**src/design/bffa_pkg.sv**
```systemverilog
// Shared types, constants and controller/datapath command and status structs
package bffa_pkg;

  localparam int unsigned CELL_COUNT_DEF    = 512;
  localparam int unsigned CELL_BYTES        = 128;
  localparam int unsigned CELL_SHIFT        = 7;
  localparam int unsigned SMALL_LIMIT_BYTES = 49152;
  localparam int unsigned RESERVED_LOW      = 2;
  localparam int unsigned WORD_BITS         = 8;
  localparam int unsigned WORD_SHIFT        = 3;
  localparam int unsigned CELLS_W           = 10;
  localparam int unsigned START_W           = 9;

  typedef logic [1:0] status_t;

  localparam status_t ST_OK        = 2'd0;
  localparam status_t ST_NO_RUN    = 2'd1;
  localparam status_t ST_ZERO      = 2'd2;
  localparam status_t ST_UNHANDLED = 2'd3;

  localparam logic KIND_ALLOC = 1'b0;
  localparam logic KIND_FREE  = 1'b1;

  typedef struct packed {
    logic        kind;
    logic [15:0] size_bytes;
    logic [15:0] page_offset;
  } item_t;

  typedef struct packed {
    status_t     status;
    logic [15:0] block_offset;
    logic [8:0]  free_cells;
  } result_t;

  typedef enum logic [1:0] {
    RD_FIRST = 2'd0,
    RD_NEXT  = 2'd1,
    RD_LO    = 2'd2
  } rd_sel_e;

  typedef struct packed {
    logic    load;
    logic    scan_init;
    logic    rd_en;
    rd_sel_e rd_sel;
    logic    scan;
    logic    set_free;
    logic    set_alloc;
    logic    write;
    logic    finish;
    status_t status;
  } cmd_t;

  typedef struct packed {
    logic kind_free;
    logic zero;
    logic over_limit;
    logic low_offs;
    logic short_cnt;
    logic free_skip;
    logic hit;
    logic last_word;
    logic at_hi_word;
  } stat_t;

endpackage

```
**src/design/bffa_ctrl.sv**
```systemverilog
// Sequencing state machine for check, scan and mark of one item
module bffa_ctrl (
  input  logic             clk_i,
  input  logic             rst_ni,
  input  logic             start_i,
  input  bffa_pkg::stat_t  stat_i,
  output bffa_pkg::cmd_t   cmd_o,
  output logic             busy_o,
  output logic             done_o
);

  typedef enum logic [5:0] {
    S_IDLE    = 6'b000001,
    S_CHECK   = 6'b000010,
    S_SCAN    = 6'b000100,
    S_FOUND   = 6'b001000,
    S_MARK_RD = 6'b010000,
    S_MARK    = 6'b100000
  } state_e;

  state_e state_q, state_d;
  logic   done_q;

  always_comb begin
    cmd_o   = '0;
    state_d = state_q;
    case (state_q)
      S_IDLE: begin
        if (start_i) begin
          cmd_o.load = 1'b1;
          state_d    = S_CHECK;
        end
      end
      S_CHECK: begin
        if (stat_i.zero) begin
          cmd_o.finish = 1'b1;
          cmd_o.status = bffa_pkg::ST_ZERO;
          state_d      = S_IDLE;
        end else if (stat_i.kind_free) begin
          if (stat_i.low_offs) begin
            cmd_o.finish = 1'b1;
            cmd_o.status = bffa_pkg::ST_UNHANDLED;
            state_d      = S_IDLE;
          end else if (stat_i.free_skip) begin
            cmd_o.finish = 1'b1;
            cmd_o.status = bffa_pkg::ST_OK;
            state_d      = S_IDLE;
          end else begin
            cmd_o.set_free = 1'b1;
            state_d        = S_MARK_RD;
          end
        end else if (stat_i.over_limit) begin
          cmd_o.finish = 1'b1;
          cmd_o.status = bffa_pkg::ST_UNHANDLED;
          state_d      = S_IDLE;
        end else if (stat_i.short_cnt) begin
          cmd_o.finish = 1'b1;
          cmd_o.status = bffa_pkg::ST_NO_RUN;
          state_d      = S_IDLE;
        end else begin
          cmd_o.scan_init = 1'b1;
          cmd_o.rd_en     = 1'b1;
          cmd_o.rd_sel    = bffa_pkg::RD_FIRST;
          state_d         = S_SCAN;
        end
      end
      S_SCAN: begin
        cmd_o.scan = 1'b1;
        if (stat_i.hit) begin
          state_d = S_FOUND;
        end else if (stat_i.last_word) begin
          cmd_o.finish = 1'b1;
          cmd_o.status = bffa_pkg::ST_NO_RUN;
          state_d      = S_IDLE;
        end else begin
          cmd_o.rd_en  = 1'b1;
          cmd_o.rd_sel = bffa_pkg::RD_NEXT;
        end
      end
      S_FOUND: begin
        cmd_o.set_alloc = 1'b1;
        state_d         = S_MARK_RD;
      end
      S_MARK_RD: begin
        cmd_o.rd_en  = 1'b1;
        cmd_o.rd_sel = bffa_pkg::RD_LO;
        state_d      = S_MARK;
      end
      S_MARK: begin
        cmd_o.write = 1'b1;
        if (stat_i.at_hi_word) begin
          cmd_o.finish = 1'b1;
          cmd_o.status = bffa_pkg::ST_OK;
          state_d      = S_IDLE;
        end else begin
          cmd_o.rd_en  = 1'b1;
          cmd_o.rd_sel = bffa_pkg::RD_NEXT;
        end
      end
      default: begin
        state_d = S_IDLE;
      end
    endcase
  end

  always_ff @(posedge clk_i or negedge rst_ni) begin
    if (!rst_ni) begin
      state_q <= S_IDLE;
      done_q  <= 1'b0;
    end else begin
      state_q <= state_d;
      done_q  <= cmd_o.finish;
    end
  end

  assign busy_o = (state_q != S_IDLE);
  assign done_o = done_q;

endmodule

```
**src/design/bffa_dp.sv**
```systemverilog
// Datapath: item registers, bitmap word store, run scan, mark logic and free count
module bffa_dp #(
  parameter int unsigned CELL_COUNT = bffa_pkg::CELL_COUNT_DEF
) (
  input  logic              clk_i,
  input  logic              rst_ni,
  input  bffa_pkg::item_t   item_i,
  input  bffa_pkg::cmd_t    cmd_i,
  output bffa_pkg::stat_t   stat_o,
  output bffa_pkg::result_t result_o
);

  localparam int unsigned WB     = bffa_pkg::WORD_BITS;
  localparam int unsigned WS     = bffa_pkg::WORD_SHIFT;
  localparam int unsigned CSH    = bffa_pkg::CELL_SHIFT;
  localparam int unsigned CLW    = bffa_pkg::CELLS_W;
  localparam int unsigned STW    = bffa_pkg::START_W;
  localparam int unsigned CW     = $clog2(CELL_COUNT);
  localparam int unsigned AW     = CW - WS;
  localparam int unsigned NW     = (CELL_COUNT + WB - 1) / WB;
  localparam int unsigned EXT_W  = ((CW > CLW) ? CW : CLW) + 1;
  localparam int unsigned SCAN_LIMIT = CELL_COUNT - 2;

  // item registers
  logic            kind_q, zero_q, large_q, low_q;
  logic [CLW-1:0]  cells_q;
  logic [STW-1:0]  fstart_q;
  logic [16:0]     cells_sum;
  logic [15:0]     offs_rel;

  // allocator state
  logic [CW-1:0]   count_q;
  logic [CW-1:0]   lo_q, hi_q;
  logic [CLW-1:0]  run_q;

  // bitmap store
  logic [WB-1:0]   map_q [NW];
  logic [NW-1:0]   valid_q;
  logic [WB-1:0]   rd_data_q;
  logic            rd_valid_q;
  logic [AW-1:0]   rd_addr_q, rd_addr_d;

  logic [CW-1:0]   bit_idx [WB];
  logic [WB-1:0]   rst_word, eff_word, mask, wr_data;

  logic [CLW-1:0]  run_v;
  logic            hit_v;
  logic [WS-1:0]   hit_b;

  logic [EXT_W-1:0] count_ext, cells_ext, fstart_ext, free_end, hi_free;
  logic [EXT_W-1:0] alloc_lo, sum_ext, new_count;
  logic [EXT_W-1:0] lo_plus;
  logic [EXT_W+CSH-1:0] off_full;
  logic             fin_ok;

  bffa_pkg::result_t res_q;

  assign cells_sum = {1'b0, item_i.size_bytes} + 17'(bffa_pkg::CELL_BYTES - 1);
  assign offs_rel  = item_i.page_offset - 16'(bffa_pkg::RESERVED_LOW * bffa_pkg::CELL_BYTES);

  always_ff @(posedge clk_i) begin
    if (cmd_i.load) begin
      kind_q   <= item_i.kind;
      zero_q   <= (item_i.size_bytes == '0);
      large_q  <= ({1'b0, item_i.size_bytes} > 17'(bffa_pkg::SMALL_LIMIT_BYTES));
      low_q    <= (item_i.page_offset <
                   16'(bffa_pkg::RESERVED_LOW * bffa_pkg::CELL_BYTES));
      cells_q  <= CLW'(cells_sum >> CSH);
      fstart_q <= STW'(offs_rel >> CSH);
    end
  end

  assign count_ext  = EXT_W'(count_q);
  assign cells_ext  = EXT_W'(cells_q);
  assign fstart_ext = EXT_W'(fstart_q);
  assign free_end   = fstart_ext + cells_ext - EXT_W'(1);
  assign hi_free    = (free_end > EXT_W'(CELL_COUNT - 1)) ? EXT_W'(CELL_COUNT - 1) : free_end;
  assign alloc_lo   = EXT_W'(hi_q) + EXT_W'(1) - cells_ext;

  // cell index, reset pattern and mark mask of each bit in the word now held
  always_comb begin
    for (int b = 0; b < WB; b++) begin
      bit_idx[b]  = {rd_addr_q, WS'(b)};
      rst_word[b] = (bit_idx[b] < CW'(bffa_pkg::RESERVED_LOW)) ||
                    (bit_idx[b] == CW'(CELL_COUNT - 2)) ||
                    (bit_idx[b] == CW'(CELL_COUNT - 1));
      mask[b]     = (bit_idx[b] >= lo_q) && (bit_idx[b] <= hi_q);
    end
  end

  assign eff_word = rd_valid_q ? rd_data_q : rst_word;
  assign wr_data  = (kind_q == bffa_pkg::KIND_ALLOC) ? (eff_word | mask) : (eff_word & ~mask);

  // first-fit run counting over one word
  always_comb begin
    run_v = run_q;
    hit_v = 1'b0;
    hit_b = '0;
    for (int b = 0; b < WB; b++) begin
      if (!hit_v) begin
        if (eff_word[b] || (bit_idx[b] >= CW'(SCAN_LIMIT))) begin
          run_v = '0;
        end else begin
          run_v = run_v + CLW'(1);
          if (run_v == cells_q) begin
            hit_v = 1'b1;
            hit_b = WS'(b);
          end
        end
      end
    end
  end

  always_comb begin
    case (cmd_i.rd_sel)
      bffa_pkg::RD_FIRST: rd_addr_d = '0;
      bffa_pkg::RD_NEXT:  rd_addr_d = rd_addr_q + AW'(1);
      bffa_pkg::RD_LO:    rd_addr_d = lo_q[CW-1:WS];
      default:            rd_addr_d = rd_addr_q;
    endcase
  end

  always_ff @(posedge clk_i) begin
    if (cmd_i.write) begin
      map_q[rd_addr_q] <= wr_data;
    end
    if (cmd_i.rd_en) begin
      rd_data_q <= map_q[rd_addr_d];
    end
  end

  always_ff @(posedge clk_i or negedge rst_ni) begin
    if (!rst_ni) begin
      valid_q    <= '0;
      rd_valid_q <= 1'b0;
      rd_addr_q  <= '0;
    end else begin
      if (cmd_i.write) begin
        valid_q[rd_addr_q] <= 1'b1;
      end
      if (cmd_i.rd_en) begin
        rd_addr_q  <= rd_addr_d;
        rd_valid_q <= valid_q[rd_addr_d];
      end
    end
  end

  always_ff @(posedge clk_i) begin
    if (cmd_i.scan_init) begin
      run_q <= '0;
    end else if (cmd_i.scan) begin
      run_q <= run_v;
    end
    if (cmd_i.set_free) begin
      lo_q <= CW'(fstart_ext);
      hi_q <= CW'(hi_free);
    end else if (cmd_i.set_alloc) begin
      lo_q <= CW'(alloc_lo);
    end else if (cmd_i.scan && hit_v) begin
      hi_q <= {rd_addr_q, hit_b};
    end
  end

  // count update and result
  assign sum_ext = count_ext + cells_ext;
  assign fin_ok  = (cmd_i.status == bffa_pkg::ST_OK);

  always_comb begin
    if (!fin_ok) begin
      new_count = count_ext;
    end else if (kind_q == bffa_pkg::KIND_ALLOC) begin
      new_count = count_ext - cells_ext;
    end else if (sum_ext > EXT_W'(SCAN_LIMIT)) begin
      new_count = EXT_W'(SCAN_LIMIT);
    end else begin
      new_count = sum_ext;
    end
  end

  assign lo_plus  = EXT_W'(lo_q) + EXT_W'(bffa_pkg::RESERVED_LOW);
  assign off_full = {lo_plus, {CSH{1'b0}}};

  always_ff @(posedge clk_i or negedge rst_ni) begin
    if (!rst_ni) begin
      count_q <= CW'(SCAN_LIMIT);
    end else if (cmd_i.finish) begin
      count_q <= CW'(new_count);
    end
  end

  always_ff @(posedge clk_i) begin
    if (cmd_i.finish) begin
      res_q.status       <= cmd_i.status;
      res_q.block_offset <= (fin_ok && (kind_q == bffa_pkg::KIND_ALLOC)) ?
                            off_full[15:0] : 16'd0;
      res_q.free_cells   <= new_count[8:0];
    end
  end

  assign stat_o.kind_free  = (kind_q == bffa_pkg::KIND_FREE);
  assign stat_o.zero       = zero_q;
  assign stat_o.over_limit = large_q;
  assign stat_o.low_offs   = low_q;
  assign stat_o.short_cnt  = (count_ext < cells_ext);
  assign stat_o.free_skip  = (fstart_ext >= EXT_W'(CELL_COUNT));
  assign stat_o.hit        = hit_v;
  assign stat_o.last_word  = (rd_addr_q == AW'(NW - 1));
  assign stat_o.at_hi_word = (rd_addr_q == hi_q[CW-1:WS]);

  assign result_o = res_q;

endmodule

```
**src/design/bitmap_first_fit_cell_allocator.sv**
```systemverilog
// Top level of the bitmap first-fit cell allocator: controller, datapath, checks
//
//   port      dir  type      role
//   start     in   logic     item request, taken when busy is low
//   item_i    in   item_t    kind, size_bytes, page_offset
//   busy      out  logic     item in progress
//   done_o    out  logic     result strobe, one cycle
//   result_o  out  result_t  status, block_offset, free_cells
//
// The bitmap sits in a word store of 8 cells per word, one word read per cycle.
// Zero size, large, bad offset or short count: the item ends in the check state.
// Alloc: check, scan word by word to a hit, then read back and mark the run's words.
// Free: check, read back, clear. Reset gives the initial map at once via word valid bits.
// The result strobe cannot be stalled; a new item may start in the strobe cycle.
module bitmap_first_fit_cell_allocator #(
  parameter int unsigned CELL_COUNT = bffa_pkg::CELL_COUNT_DEF
) (
  input  logic              clk_i,
  input  logic              rst_ni,
  input  logic              start,
  input  bffa_pkg::item_t   item_i,
  output logic              busy,
  output logic              done_o,
  output bffa_pkg::result_t result_o
);

  bffa_pkg::cmd_t  cmd;
  bffa_pkg::stat_t stat;

  bffa_ctrl u_ctrl (
    .clk_i  (clk_i),
    .rst_ni (rst_ni),
    .start_i(start),
    .stat_i (stat),
    .cmd_o  (cmd),
    .busy_o (busy),
    .done_o (done_o)
  );

  bffa_dp #(
    .CELL_COUNT(CELL_COUNT)
  ) u_dp (
    .clk_i   (clk_i),
    .rst_ni  (rst_ni),
    .item_i  (item_i),
    .cmd_i   (cmd),
    .stat_o  (stat),
    .result_o(result_o)
  );

  a_start_busy: assert property (@(posedge clk_i) disable iff (!rst_ni)
    (start && !busy) |=> busy)
    else $error("accepted item did not make the block busy");

  a_done_after_busy: assert property (@(posedge clk_i) disable iff (!rst_ni)
    done_o |-> $past(busy))
    else $error("result strobe without an item in progress");

  a_busy_ends_with_done: assert property (@(posedge clk_i) disable iff (!rst_ni)
    $fell(busy) |-> done_o)
    else $error("item ended without a result");

  a_offset_only_ok: assert property (@(posedge clk_i) disable iff (!rst_ni)
    (done_o && (result_o.status != bffa_pkg::ST_OK)) |-> (result_o.block_offset == 16'd0))
    else $error("non-zero offset on a failed item");

endmodule

```
**config.mk**
```make
export PLATFORM = sky130hd
export DESIGN_NAME = bitmap_first_fit_cell_allocator
export DESIGN_NICKNAME = d
export VERILOG_FILES = /design/src/design/bffa_pkg.sv /design/src/design/bffa_ctrl.sv /design/src/design/bffa_dp.sv /design/src/design/bitmap_first_fit_cell_allocator.sv
export SDC_FILE = /design/constraint.sdc
export NUM_CORES = 1
export LEC_CHECK = 0
export ABC_AREA = 1
export BUFFER_PORTS_ARGS = -buffer_cell sky130_fd_sc_hd__buf_2
export CAP_MARGIN = 25
export CORE_UTILIZATION = 45
export CTS_BUF_LIST = sky130_fd_sc_hd__clkbuf_8 sky130_fd_sc_hd__clkbuf_16
export DETAILED_ROUTE_END_ITERATION = 16
export PLACE_DENSITY_LB_ADDON = 0.12
export SLEW_MARGIN = 20
export SYNTH_ARGS = -nofsm -noshare
export SYNTH_HDL_FRONTEND = slang
export SYNTH_HIERARCHICAL = 1
export SYNTH_SLANG_ARGS = --single-unit
export TNS_END_PERCENT = 100
```
**constraint.sdc**
```tcl
create_clock -name clk_i -period 13.15 [get_ports clk_i]
set_input_delay 0.6575 -clock clk_i [delete_from_list [all_inputs] [get_ports clk_i]]
set_output_delay 0.6575 -clock clk_i [all_outputs]
set_load 0.005 [all_outputs]
```
==> results.cfg <==
[status]
status = complete, no violations

[synth]
seq_area_frac_synth = 0.5626
synth_top_area_cell = edfxtp_1
yosysTopAreaCellShare = 0.4949
synthDistinctLibCells = 61
synthCells = 3733
synth_flop_cell = edfxtp_1
synth_common_cells = 581 x edfxtp_1, 564 x nand2_1, 543 x nor2_1
syn_area_sq_um = 35250
ys_ff_latch = 678
yosysMostFrequentCell = edfxtp_1
synth_area_per_cell_sq_um = 9.444
synth_edf_count = 581
synth.area.top_cells = edfxtp_1 49%, nand2_1 6.0%, o21ai_0 5.8%
synthArstFlopShare = 0.1283
yosys_warnings = 6

[critical_path]
arrival_ns = 12.23
critPathMaxFanout = 88
cpMostUsedCell = nand2_1
path_class = reg2reg
cp_data_required_time_ns = 13.62
cp_num_buf_inv = 7
critPathMaxStageDelay_ns = 0.58
start_kind = flip-flop
cp-end-kind = flip-flop
cp_top_family = simple AND/OR/NAND/NOR gates
cpMaxStageDelayCell = dfrtp_1

[final_layout]
drive_gt1_frac = 0.1131
fill_cells = 7123
seqCellArea_sq_um = 19840
n_antenna_cell = 0
layout.nets = 3856
multi_input_comb_area_sq_um = 13490
syn2layout_area_growth_pct = 11.04

[die]
rows = 102
die_w_um = 281.9
num_io_pins = 65
start_util = 0.4551
die_h_um = 281.9
core_area_sq_um = 77470
die_area_sq_um = 79460

[clock_network]
htree_levels = 3
clock_latency_ns = 0.63
holdBufCountCts = 0
ctsResizeCount = 0
cts_tree = done
clk_pin_slew_ns = 0.06
cts_buffer_depth = 3
root_buffer = clkbuf_16
post_cts_buffers = 0
cts_made_buffers = 74
cts.sinks = 678

[drt]
routedWlPerCell_um = 20.19
drt-initial-drc-count = 2178
drcViolationCount = 0
ant_nets = 0
via_count = 26720
via_per_inst = 5.528
drt_pass1_iterations = 6
wirelength_um = 97580

[pwr]
ir_worst_vdd_v = 0.0001243
swShare = 0.3734
p_switching_mw = 2.791
power_mw = 7.476
p_per_area_nw_per_um2 = 191.0
pwr-share-clk = 0.279
intPower_mw = 4.684
seqPwrFrac = 0.363
power_leakage_nw = 15.06
power_frac_comb = 0.359

[timing]
tightest_slew_ns = 1.013
hold_viol = 0
min_period_ns = 11.76
rsz0062_at_grt = no
setup_tns_ns = 0
period_share = 0.8940
slew_headroom = 0.3229
finalSetupViolCount = 0
slew_violations = 0
skew_ns = 0.03749
max_freq_mhz = 85.06

[global_route]
antenna_found_initial = 2
grt_max_degree = 166
met3_usage = 0.02710
grt_pass1_vias = 25500
grtUsageMet2 = 0.4185
globalRouteOverflowTotal = 0
use_met1 = 0.3333
grt-busiest-layer = met2
track_usage = 0.2483
grt_pass1_wl_um = 150400

[flow_run]
cap_violations = 0

[placed_design]
gp_congestion = 0.8919
port_buffers = 50
dp_hpwl_um = 61370

[min_path]
hold_path.class = in2async
## stage by stage
step	area (sq um)	utilization	hold WS, ns	cells	worst slack, ns
global placement	36590	0.4724	0.4368	4695	1.656
CTS	39080	0.5044	0.07106	4830	1.491
global route	39150	0.5053	0.1096	4834	0.1584
finish	39150	0.5053	0.06987	4834	1.394
floorplan	35280	-	0.3619	3740	3.682
detailed placement	36610	0.4726	0.4451	4696	1.533
## registers in the layout (all words and copies together), names as in the netlist, 8 cells and up
| name | flops |
|---|---|
| u_dp/map_q | 512 |
| u_dp/count_q | 9 |
| u_dp/cells_q | 10 |
| u_dp/valid_q | 64 |
| u_dp/rd_data_q | 8 |
| u_dp/fstart_q | 9 |
| u_dp/lo_q | 9 |
| u_dp/run_q | 10 |
| u_dp/hi_q | 9 |
| u_dp/result_o | 20 |
## area by class of cell
cell class,count,share of cell area
repair buffers,104,0.02058
clock buffers,80,0.04970
multi-input cells,2550,0.3447
well taps,1040,0.03324
clock inverters,54,0.01330
inverters,328,0.03177
flip-flops and latches,678,0.5067
## worst paths after layout
| check | start | endpoint | slack (ns) | cells after the start |
|---|---|---|---|---|
| max | u_dp/rd_addr_q[1] | u_dp/rd_data_q[7] | 1.39 | 74 |
| min | rst_ni | u_dp/count_q[0] | 0.07 | 1 |
| max reg2reg | u_dp/rd_addr_q[1] | u_dp/rd_data_q[7] | 1.39 | 74 |
| min reg2reg | u_dp/valid_q[6] | u_dp/valid_q[6] | 0.46 | 2 |
| max in group asynchronous | rst_ni | u_dp/valid_q[3] | 12.01 | 2 |
| min in group clk_i | item_i[32] | u_dp/kind_q | 0.21 | 1 |
## logic make-up after synthesis
logic type                 Yosys count  synth area share
other                                1         0.0001064
AOI/OAI and AO/OA                  741            0.1226
xor gates and xnor gates            39          0.009689
and+or+nand+nor                   1677            0.2141
buffers and inverters              512           0.05987
DFF                                678            0.5626
muxes                                1         0.0003194
adders and majority gates           84           0.03066
## per-layer routing
metal	part of all wire	vias to the layer above	wire length, um
li1	-	13010	-
met1	0.45	12890	43800
met5	0	-	0
met2	0.48	683	46570
met4	0.029	0	2870
met3	0.044	146	4334
## layout by cell type (no fill, tap or decap), types with 16 or more instances in the layout
| cell | Yosys | final |
|---|---|---|
| edfxtp_1 | 581 | 581 |
| nand2_1 | 564 | 564 |
| nor2_1 | 543 | 543 |
| o21ai_0 | 409 | 405 |
| nand3_1 | 336 | 334 |
| inv_1 | 292 | 308 |
| a21oi_1 | 105 | 104 |
| o221ai_1 | 96 | 96 |
| ha_1 | 80 | 80 |
| dfrtp_1 | 78 | 78 |
| clkbuf_16 | 0 | 75 |
| buf_2 | 5 | 49 |
| buf_4 | 27 | 44 |
| nand2_2 | 44 | 44 |
| o22ai_1 | 38 | 38 |
| o211ai_1 | 37 | 37 |
| or2_2 | 36 | 36 |
| nand4_1 | 34 | 34 |
| nor2_2 | 31 | 31 |
| xor2_1 | 30 | 30 |
| inv_2 | 25 | 25 |
| nor3_1 | 24 | 23 |
| clkinv_1 | 10 | 21 |
| nor2_4 | 17 | 17 |
| nand3_2 | 15 | 16 |
## power by group through the flow
stage	Clock, mW	Sequential (mW)	Combinational, mW
floorplan	0	2.75	1.93
global placement	0	2.76	2.63
detailed placement	0	2.76	2.64
CTS	2.12	2.71	2.65
global route	2.21	2.72	3.01
finish	2.08	2.71	2.68
Note: power is estimated with default switching activity, not from simulation.
